### src/rtl/tcau_pkg.sv
// ----------------------------------------------------------------------------
// Timecode arithmetic unit package
// Transaction types, pipeline stage type and shared constants.
// ----------------------------------------------------------------------------
package tcau_pkg;

   localparam int HOUR_WRAP_DEFAULT = 100;
   localparam int BASE_60           = 60;
   localparam int RATE_RESET        = 25;
   localparam int SEC_W             = 20;
   localparam int QUO_W             = 13;
   localparam int TOTAL_W           = 25;
   // largest seconds count one input timecode can express (all fields at max)
   localparam int SEC_IN_MAX        = (127 * 60 + 63) * 60 + 63;

   localparam logic CMD_SUM      = 1'b0;
   localparam logic CMD_DURATION = 1'b1;

   localparam int REG_FRAME_RATE = 0;

   typedef struct packed {
      logic       command;
      logic [6:0] first_hours;
      logic [5:0] first_minutes;
      logic [5:0] first_seconds;
      logic [5:0] first_frames;
      logic [6:0] second_hours;
      logic [5:0] second_minutes;
      logic [5:0] second_seconds;
      logic [5:0] second_frames;
   } req_type;

   typedef struct packed {
      logic [6:0]         result_hours;
      logic [5:0]         result_minutes;
      logic [5:0]         result_seconds;
      logic [5:0]         result_frames;
      logic [TOTAL_W-1:0] result_total;
      logic               underflow;
   } rsp_type;

   typedef struct packed {
      logic [SEC_W-1:0] rem;
      logic [QUO_W-1:0] quo;
      logic [SEC_W-1:0] tot_sec;
      logic [5:0]       sec;
      logic [5:0]       frm;
      logic [5:0]       rate;
      logic             under;
   } pipe_type;

   // divisor of chain cell i: wrap reduction, then seconds/60, then minutes/60
   function automatic int unsigned cell_div(int i, int k1, int k2, int nc,
                                            int unsigned ws);
      int unsigned d;
      if (i < k1) begin
         d = ws << (k1 - 1 - i);
      end else if (i < k1 + k2) begin
         d = BASE_60 << (k1 + k2 - 1 - i);
      end else begin
         d = BASE_60 << (nc - 1 - i);
      end
      return d;
   endfunction

endpackage

### src/rtl/timecode_arithmetic_unit_top.sv
// ----------------------------------------------------------------------------
// Timecode arithmetic unit
// Non-drop-frame timecode sum and duration at a programmable frame rate.
// ----------------------------------------------------------------------------
//  channel   direction  handshake            payload
//  req       in         req_valid/req_stall  tcau_pkg::req_type
//  rsp       out        rsp_valid/rsp_stall  tcau_pkg::rsp_type
//  csr       in/out     psel/penable/pready  frame_rate at byte address 0
//
//  One transaction per cycle while rsp_stall is low. A result passes the
//  front end, the row of divide cells (K1 wrap-reduction cells, K2 cells
//  for seconds / 60, K3 for minutes / 60) and the output stage.
//  Reset is synchronous and empties every stage; frame_rate returns to 25.
//  Each stage holds while the one after it is full and stalled, so bubbles
//  still fill and new requests enter while a result waits on rsp_stall.
// ----------------------------------------------------------------------------
module timecode_arithmetic_unit_top #(
   parameter int HOUR_WRAP = tcau_pkg::HOUR_WRAP_DEFAULT
) (
   input  logic              clock,
   input  logic              reset,
   input  logic              req_valid,
   output logic              req_stall,
   input  tcau_pkg::req_type req_data,
   output logic              rsp_valid,
   input  logic              rsp_stall,
   output tcau_pkg::rsp_type rsp_data,
   input  logic              psel,
   input  logic              penable,
   input  logic              pwrite,
   input  logic [2:0]        paddr,
   input  logic [31:0]       pwdata,
   output logic [31:0]       prdata,
   output logic              pready
);

   localparam int SW = tcau_pkg::SEC_W;
   // seconds in one wrap period
   localparam int unsigned WS = HOUR_WRAP * 3600;
   // cells per phase: quotient bits each divide can produce
   localparam int K1 = $clog2((2 * tcau_pkg::SEC_IN_MAX + 1) / WS + 1);
   localparam int K2 = $clog2(HOUR_WRAP * tcau_pkg::BASE_60);
   localparam int K3 = $clog2(HOUR_WRAP);
   localparam int NC = K1 + K2 + K3;

   // ---------------------------------------------------------------- csr
   logic [5:0] rate_ff;
   logic       reg_hit;

   assign pready  = 1'b1;
   assign reg_hit = paddr == 3'(4 * tcau_pkg::REG_FRAME_RATE);

   always_ff @(posedge clock) begin
      if (reset) begin
         rate_ff <= 6'(tcau_pkg::RATE_RESET);
      end else if (psel && penable && pwrite && reg_hit) begin
         rate_ff <= pwdata[5:0];
      end
   end

   assign prdata = reg_hit ? {26'd0, rate_ff} : 32'd0;

   // ---------------------------------------------------------- pipeline
   logic               link_valid [0:NC];
   logic               link_ready [0:NC];
   tcau_pkg::pipe_type link_data  [0:NC];
   logic               front_ready;

   assign req_stall = !front_ready;

   // convert and combine both timecodes into seconds + frames
   tcau_front u_front (
      .clock    (clock),
      .reset    (reset),
      .rate_cfg (rate_ff),
      .up_valid (req_valid),
      .up_ready (front_ready),
      .up_data  (req_data),
      .dn_valid (link_valid[0]),
      .dn_ready (link_ready[0]),
      .dn_data  (link_data[0])
   );

   // row of divide cells; phase boundaries remap the working fields
   for (genvar i = 0; i < NC; i++) begin : g_cell
      tcau_pkg::pipe_type cell_in;

      always_comb begin
         cell_in = link_data[i];
         if (i == K1) begin
            // seconds now reduced modulo the wrap: keep for the total
            cell_in.tot_sec = link_data[i].rem;
            cell_in.quo     = '0;
         end else if (i == K1 + K2) begin
            // seconds field done; divide the minutes next
            cell_in.sec = link_data[i].rem[5:0];
            cell_in.rem = SW'(link_data[i].quo);
            cell_in.quo = '0;
         end
      end

      tcau_cell #(
         .DIV (tcau_pkg::cell_div(i, K1, K2, NC, WS))
      ) u_cell (
         .clock    (clock),
         .reset    (reset),
         .up_valid (link_valid[i]),
         .up_ready (link_ready[i]),
         .up_data  (cell_in),
         .dn_valid (link_valid[i+1]),
         .dn_ready (link_ready[i+1]),
         .dn_data  (link_data[i+1])
      );
   end

   // rebuild the frame count and hold the result for the consumer
   tcau_back u_back (
      .clock     (clock),
      .reset     (reset),
      .up_valid  (link_valid[NC]),
      .up_ready  (link_ready[NC]),
      .up_data   (link_data[NC]),
      .rsp_valid (rsp_valid),
      .rsp_stall (rsp_stall),
      .rsp_data  (rsp_data)
   );

endmodule

### src/rtl/tcau_front.sv
// ----------------------------------------------------------------------------
// Timecode arithmetic front end
// Convert both timecodes to seconds plus frames, then add or subtract.
// ----------------------------------------------------------------------------
module tcau_front (
   input  logic              clock,
   input  logic              reset,
   input  logic [5:0]        rate_cfg,
   input  logic              up_valid,
   output logic              up_ready,
   input  tcau_pkg::req_type up_data,
   output logic              dn_valid,
   input  logic              dn_ready,
   output tcau_pkg::pipe_type dn_data
);

   localparam int SW = tcau_pkg::SEC_W;

   logic             a_valid_ff;
   logic [SW-1:0]    sa_ff, sb_ff, sa_in, sb_in;
   logic [5:0]       fa_ff, fb_ff, fa_in, fb_in;
   logic [5:0]       rate_ff, rate_in;
   logic             cmd_ff;
   logic             a_ready;

   logic               b_valid_ff;
   tcau_pkg::pipe_type b_ff, b_in;

   logic [6:0]    fsum;
   logic          carry, borrow, neg;

   assign a_ready  = !a_valid_ff || !b_valid_ff || dn_ready;
   assign up_ready = !a_valid_ff || a_ready && (!b_valid_ff || dn_ready);

   always_comb begin
      rate_in = (rate_cfg == 6'd0) ? 6'd1 : rate_cfg;
      sa_in = SW'((SW'(up_data.first_hours) * SW'(tcau_pkg::BASE_60)
                 + SW'(up_data.first_minutes)) * SW'(tcau_pkg::BASE_60)
                 + SW'(up_data.first_seconds));
      sb_in = SW'((SW'(up_data.second_hours) * SW'(tcau_pkg::BASE_60)
                 + SW'(up_data.second_minutes)) * SW'(tcau_pkg::BASE_60)
                 + SW'(up_data.second_seconds));
      fa_in = (up_data.first_frames >= rate_in) ? 6'd0 : up_data.first_frames;
      fb_in = (up_data.second_frames >= rate_in) ? 6'd0 : up_data.second_frames;
   end

   always_ff @(posedge clock) begin
      if (reset) begin
         a_valid_ff <= 1'b0;
      end else if (up_ready) begin
         a_valid_ff <= up_valid;
      end
      if (up_ready && up_valid) begin
         sa_ff   <= sa_in;
         sb_ff   <= sb_in;
         fa_ff   <= fa_in;
         fb_ff   <= fb_in;
         rate_ff <= rate_in;
         cmd_ff  <= up_data.command;
      end
   end

   always_comb begin
      fsum   = 7'(fa_ff) + 7'(fb_ff);
      carry  = fsum >= 7'(rate_ff);
      borrow = fb_ff < fa_ff;
      neg    = (sb_ff < sa_ff) || (sb_ff == sa_ff && borrow);
      b_in         = '0;
      b_in.rate    = rate_ff;
      if (cmd_ff == tcau_pkg::CMD_SUM) begin
         b_in.frm = carry ? 6'(fsum - 7'(rate_ff)) : 6'(fsum);
         b_in.rem = sa_ff + sb_ff + SW'(carry);
      end else if (!neg) begin
         b_in.frm = borrow ? 6'(7'(fb_ff) + 7'(rate_ff) - 7'(fa_ff)) : fb_ff - fa_ff;
         b_in.rem = sb_ff - sa_ff - SW'(borrow);
      end else begin
         b_in.under = 1'b1;
      end
   end

   always_ff @(posedge clock) begin
      if (reset) begin
         b_valid_ff <= 1'b0;
      end else if (!b_valid_ff || dn_ready) begin
         b_valid_ff <= a_valid_ff;
      end
      if ((!b_valid_ff || dn_ready) && a_valid_ff) begin
         b_ff <= b_in;
      end
   end

   assign dn_valid = b_valid_ff;
   assign dn_data  = b_ff;

endmodule

### src/rtl/tcau_cell.sv
// ----------------------------------------------------------------------------
// Timecode arithmetic chain cell
// One compare-and-subtract step of a restoring divide, one register stage.
// ----------------------------------------------------------------------------
module tcau_cell #(
   parameter int unsigned DIV = 60
) (
   input  logic               clock,
   input  logic               reset,
   input  logic               up_valid,
   output logic               up_ready,
   input  tcau_pkg::pipe_type up_data,
   output logic               dn_valid,
   input  logic               dn_ready,
   output tcau_pkg::pipe_type dn_data
);

   localparam int SW = tcau_pkg::SEC_W;
   localparam int QW = tcau_pkg::QUO_W;

   logic               valid_ff;
   tcau_pkg::pipe_type data_ff, data_in;
   logic               fit;

   assign up_ready = !valid_ff || dn_ready;

   always_comb begin
      fit         = 32'(up_data.rem) >= DIV;
      data_in     = up_data;
      data_in.rem = fit ? up_data.rem - SW'(DIV) : up_data.rem;
      data_in.quo = {up_data.quo[QW-2:0], fit};
   end

   always_ff @(posedge clock) begin
      if (reset) begin
         valid_ff <= 1'b0;
      end else if (up_ready) begin
         valid_ff <= up_valid;
      end
      if (up_ready && up_valid) begin
         data_ff <= data_in;
      end
   end

   assign dn_valid = valid_ff;
   assign dn_data  = data_ff;

endmodule

### src/rtl/tcau_back.sv
// ----------------------------------------------------------------------------
// Timecode arithmetic output stage
// Rebuild the total frame count and hold the result transaction.
// ----------------------------------------------------------------------------
module tcau_back (
   input  logic               clock,
   input  logic               reset,
   input  logic               up_valid,
   output logic               up_ready,
   input  tcau_pkg::pipe_type up_data,
   output logic               rsp_valid,
   input  logic               rsp_stall,
   output tcau_pkg::rsp_type  rsp_data
);

   localparam int TW = tcau_pkg::TOTAL_W;

   logic              valid_ff;
   tcau_pkg::rsp_type data_ff, data_in;

   assign up_ready = !valid_ff || !rsp_stall;

   always_comb begin
      data_in.result_hours   = up_data.quo[6:0];
      data_in.result_minutes = up_data.rem[5:0];
      data_in.result_seconds = up_data.sec;
      data_in.result_frames  = up_data.frm;
      data_in.result_total   = TW'(TW'(up_data.tot_sec) * TW'(up_data.rate)
                                   + TW'(up_data.frm));
      data_in.underflow      = up_data.under;
   end

   always_ff @(posedge clock) begin
      if (reset) begin
         valid_ff <= 1'b0;
      end else if (up_ready) begin
         valid_ff <= up_valid;
      end
      if (up_ready && up_valid) begin
         data_ff <= data_in;
      end
   end

   assign rsp_valid = valid_ff;
   assign rsp_data  = data_ff;

endmodule

### config.mk
export PLATFORM = sky130hd
export DESIGN_NAME = timecode_arithmetic_unit_top
export DESIGN_NICKNAME = d
export VERILOG_FILES = /design/src/rtl/tcau_pkg.sv /design/src/rtl/timecode_arithmetic_unit_top.sv /design/src/rtl/tcau_front.sv /design/src/rtl/tcau_cell.sv /design/src/rtl/tcau_back.sv
export SDC_FILE = /design/constraint.sdc
export NUM_CORES = 2
export LEC_CHECK = 0
export BUFFER_PORTS_ARGS = -buffer_cell sky130_fd_sc_hd__buf_4
export CORE_ASPECT_RATIO = 1.75
export CORE_UTILIZATION = 65
export CTS_BUF_LIST = sky130_fd_sc_hd__clkbuf_4 sky130_fd_sc_hd__clkbuf_8
export DETAILED_ROUTE_END_ITERATION = 12
export PLACE_DENSITY = 0.83
export SYNTH_ARGS = -nofsm -noshare
export SYNTH_HDL_FRONTEND = slang
export SYNTH_SLANG_ARGS = --single-unit
### constraint.sdc
create_clock -name clock -period 8.6 [get_ports clock]
set_clock_uncertainty 0.2 [all_clocks]
set_input_delay 0 -clock clock [delete_from_list [all_inputs] [get_ports clock]]
set_output_delay 0 -clock clock [all_outputs]
set_load 0.005 [all_outputs]
==> run_results.csv <==
group,metric,value,unit
status,status,"complete, no violations",
timing,hold_viol_final,0,
routing,viasPerCell,5.65,
synthesis,avgSynthCellArea,14.8,um^2
floorplanning,start_util,0.659,
setup_path,crit_buf_inv,3,
clocking,cts_tree,"yes",
synthesis,synth_cells,3951,
job,drv_cap,0,
cells_and_area,multi_input_area,17800,um^2
global_route,track_usage,0.241,
power,leakagePower,0.0244,uW
synthesis,syn_area,58300,um^2
setup_path,cp_slowest_cell,"a21oi_1",
floorplanning,core-area,88500,um^2
setup_path,worst-path-max-fanout,6,
clocking,holdBufCountCts,109,
clocking,cts_buffers,170,
timing,relSlewSlack,0.243,
floorplanning,rows,144,
cells_and_area,fin_cells,5646,
timing,final-max-slew-violation-count,0,
synthesis,ys_warn_count,0,
global_route,overflow,0,
cells_and_area,nNetsFinal,4859,
timing,fin_crit_sh,0.755,
placement,dpl.cell_count,5222,
placement,portBuffers,125,
timing,rsz0062_at_grt,"false",
clocking,clock-sinks,1308,
placement,pre_cts_ws,1.57,ns
setup_path,max_stage_delay,0.72,ns
global_route,grt_pass1_vias,34600,
floorplanning,die_h,398,um
global_route,antenna_found_initial,1,
synthesis,ys_seq_area_frac,0.669,
routing,drt-initial-drc-count,1501,
synthesis,synth.distinct_cells,95,
cells_and_area,drive_gt1_frac,0.111,
cells_and_area,area_growth,12.2,%
cells_and_area,regArea,39000,um^2
timing,timing.final.ws_setup,2.11,ns
power,vdd_ir_drop_max,1.19,mV
placement,routabilityCongestion,0.870,
clocking,cts_max_level,4,
routing,ant_nets,0,
timing,fmax,154,MHz
placement,dp_hpwl,75.3,mm
floorplanning,die_area,90900,um^2
synthesis,ys.flop_type,"edfxtp_1",
global_route,grt_max_degree,64,
timing,period_needed,6.49,ns
timing,setup_tns,0,ns
setup_path,arrival,6.85,ns
clocking,cts_buffer_depth,3,
worst_hold_path,hp-class,"input port to flip-flop",
synthesis,synth_edf_count,1277,
clocking,cts.repair.resized,0,
synthesis,async_flop_share,0,
floorplanning,die_w,228,um
setup_path,cp_data_required_time,8.96,ns
global_route,grt_pass1_wl,169,mm
floorplanning,ioPinCount,179,
setup_path,end_kind,"flip-flop",
routing,avgRoutedWirePerCell,18.9,um
routing,wl,106,mm
timing,setup_viol,0,
setup_path,start_kind,"flip-flop",
clocking,path_clk_slew,0.07,ns
cells_and_area,fill_cells,5074,
synthesis,ys_ff_latch,1308,
routing,drc_errors,0,
routing,dr.pass1.iters,7,
clocking,cts-root-buf,"clkbuf_8",
clocking,insertion_delay,0.85,ns
setup_path,cp_top_family,"compound AO/OA/AOI/OAI gates",
setup_path,crit_type,"flip-flop to flip-flop",
setup_path,cp_cell_sequence,"inv_1, ha_1, inv_1, a21oi_1, o21a_1, xor2_1, ha_1, a21boi_0, o21ai_0, nand2b_1, a21o_1, a21oi_1, inv_1, fa_1, fa_1, nand2b_1, a21oi_1, o21ai_1, a2111oi_1, or4_1, o221ai_1, o22ai_1, mux2i_1, o211ai_1",
clocking,post_cts_buffers,0,
routing,route.vias.total,31900,
timing,max_slew.worst_pin.slew,1.13,ns
power,p_per_area,359,nW/um^2
## through the flow
stage / utilization / power (uW) / instance area, um^2 / hold WS (ns)
CTS: 0.739 / 23400 / 65400 / 0.00551
global placement: 0.687 / 18500 / 60800 / -0.0211
global route: 0.739 / 25000 / 65400 / 0.0704
floorplan: - / 16300 / 58400 / -0.101
finish: 0.739 / 23400 / 65400 / 0.0808
detailed placement: 0.687 / 18700 / 60800 / -0.0189
## cell type report
cell class | count | area share
Sequential cell | 1308 | 0.596
Multi-Input combinational cell | 2210 | 0.272
Clock buffer | 217 | 0.0419
Timing Repair Buffer | 263 | 0.0344
Tap cell | 1168 | 0.0224
Inverter | 382 | 0.0219
Clock inverter | 95 | 0.0111
Antenna cell | 3 | 0.000115
## report_power, final
| group | switching [uW] | internal (uW) | total [uW] |
|---|---|---|---|
| logic | 6570 | 4600 | 11200 |
| registers | 154 | 7520 | 7670 |
| clock network | 2200 | 2410 | 4610 |
| total | 8930 | 14500 | 23400 |
## sequential cells by signal (all words and copies together) (netlist names)
| signal | count |
|---|---|
| u_back.rsp_data | 51 |
| u_front.sa_ff | 20 |
| u_front.fb_ff | 6 |
| u_front.cmd_ff | 1 |
| u_front.a_valid_ff | 1 |
| u_front.rate_ff | 6 |
| g_cell.u_cell.dn_data | 1134 |
| g_cell.u_cell.dn_valid | 22 |
| u_front.fa_ff | 6 |
| u_front.dn_data | 33 |
| u_back.rsp_valid | 1 |
| u_front.sb_ff | 20 |
| rate_ff | 6 |
| u_front.dn_valid | 1 |
## cells in the final DEF, fill, tap and decap left out, drive strengths merged, types with 8 or more instances in the layout
cell,instances
ha,276
buf,154
o21bai,20
a21boi,16
and2,63
o21ai,83
edfxtp,1277
nor2,186
and3,27
xor2,144
o211ai,9
nor4,27
fa,155
a21o,45
inv,389
dfxtp,31
or4,21
a21oi,134
clkbuf,217
o31ai,15
dlygate4sd3,109
o22ai,15
mux2i,17
o21a,18
xnor2,185
nor2b,34
clkinv,75
nand2,277
nand3,70
a31oi,13
mux2,16
conb,27
bufinv,10
a211oi,8
nand4,38
nor3,90
nand2b,43
nand3b,12
or3,26
## worst paths after layout
check	start	to	slack, ns	depth (start not counted)
max	u_front.fa_ff[1]	u_front.dn_data[70]	2.11	24
min	req_data[48]	u_front.sa_ff[19]	0.08	6
max reg2reg	u_front.fa_ff[1]	u_front.dn_data[70]	2.11	24
min reg2reg	g_cell[8].u_cell.dn_data[22]	g_cell[9].u_cell.dn_data[22]	0.20	0
## worst register-to-register path, stage by stage, from the launching register on
cell	delay (ns)
edfxtp_1	0.45
inv_1	0.11
ha_1	0.31
inv_1	0.04
a21oi_1	0.11
o21a_1	0.17
xor2_1	0.31
ha_1	0.33
a21boi_0	0.15
o21ai_0	0.17
nand2b_1	0.13
a21o_1	0.17
a21oi_1	0.72
inv_1	0.14
fa_1	0.45
fa_1	0.43
nand2b_1	0.09
a21oi_1	0.09
o21ai_1	0.29
a2111oi_1	0.20
or4_1	0.52
o221ai_1	0.16
o22ai_1	0.19
mux2i_1	0.18
o211ai_1	0.10
## metal layers
metal	share of wire	up-vias	GRT usage
met5	0	-	0
met4	0.070	0	0.172
met3	0.035	419	0.0419
met2	0.59	902	0.492
met1	0.30	15600	0.199
li1	-	14900	-
## cell usage after synthesis (12+ instances only)
cell | instances | share of area
nor3_1 | 87 | 0.0075
o22ai_1 | 15 | 0.0016
fa_1 | 155 | 0.053
ha_1 | 276 | 0.059
dfxtp_1 | 31 | 0.011
nand3b_1 | 12 | 0.0015
o21a_1 | 18 | 0.0023
o31ai_1 | 15 | 0.0019
o21ai_0 | 78 | 0.0067
buf_4 | 27 | 0.0035
nand3_1 | 68 | 0.0058
or3_1 | 26 | 0.0028
edfxtp_1 | 1277 | 0.66
mux2_2 | 16 | 0.0031
nor4_1 | 27 | 0.0029
a21oi_1 | 133 | 0.011
nor2_1 | 186 | 0.012
a31oi_1 | 13 | 0.0014
nand2_1 | 277 | 0.018
and2_1 | 63 | 0.0068
mux2i_1 | 17 | 0.0029
a21boi_0 | 13 | 0.0017
nand4_1 | 38 | 0.0041
nand2b_1 | 43 | 0.0046
or4_1 | 20 | 0.0026
nor2b_1 | 33 | 0.0035
clkbuf_1 | 46 | 0.0030
xnor2_1 | 182 | 0.027
a21o_1 | 43 | 0.0055
inv_1 | 382 | 0.025
and3_1 | 27 | 0.0029
xor2_1 | 140 | 0.021
o21bai_1 | 20 | 0.0026
## kinds of logic (layout without fill, tap and decap cells)
family,count (synthesis),in the layout,share of synthesized area
DFF,1308,1308,0.669
and+or+nand+nor,948,948,0.0812
buffers and inverters,458,957,0.0313
AOI/OAI and AO/OA,440,440,0.0492
adders and majority gates,432,432,0.113
xor gates and xnor gates,330,330,0.0509
muxes,33,33,0.00601
other,2,30,0.000129
No activity file was read; power rests on OpenSTA's default activity.
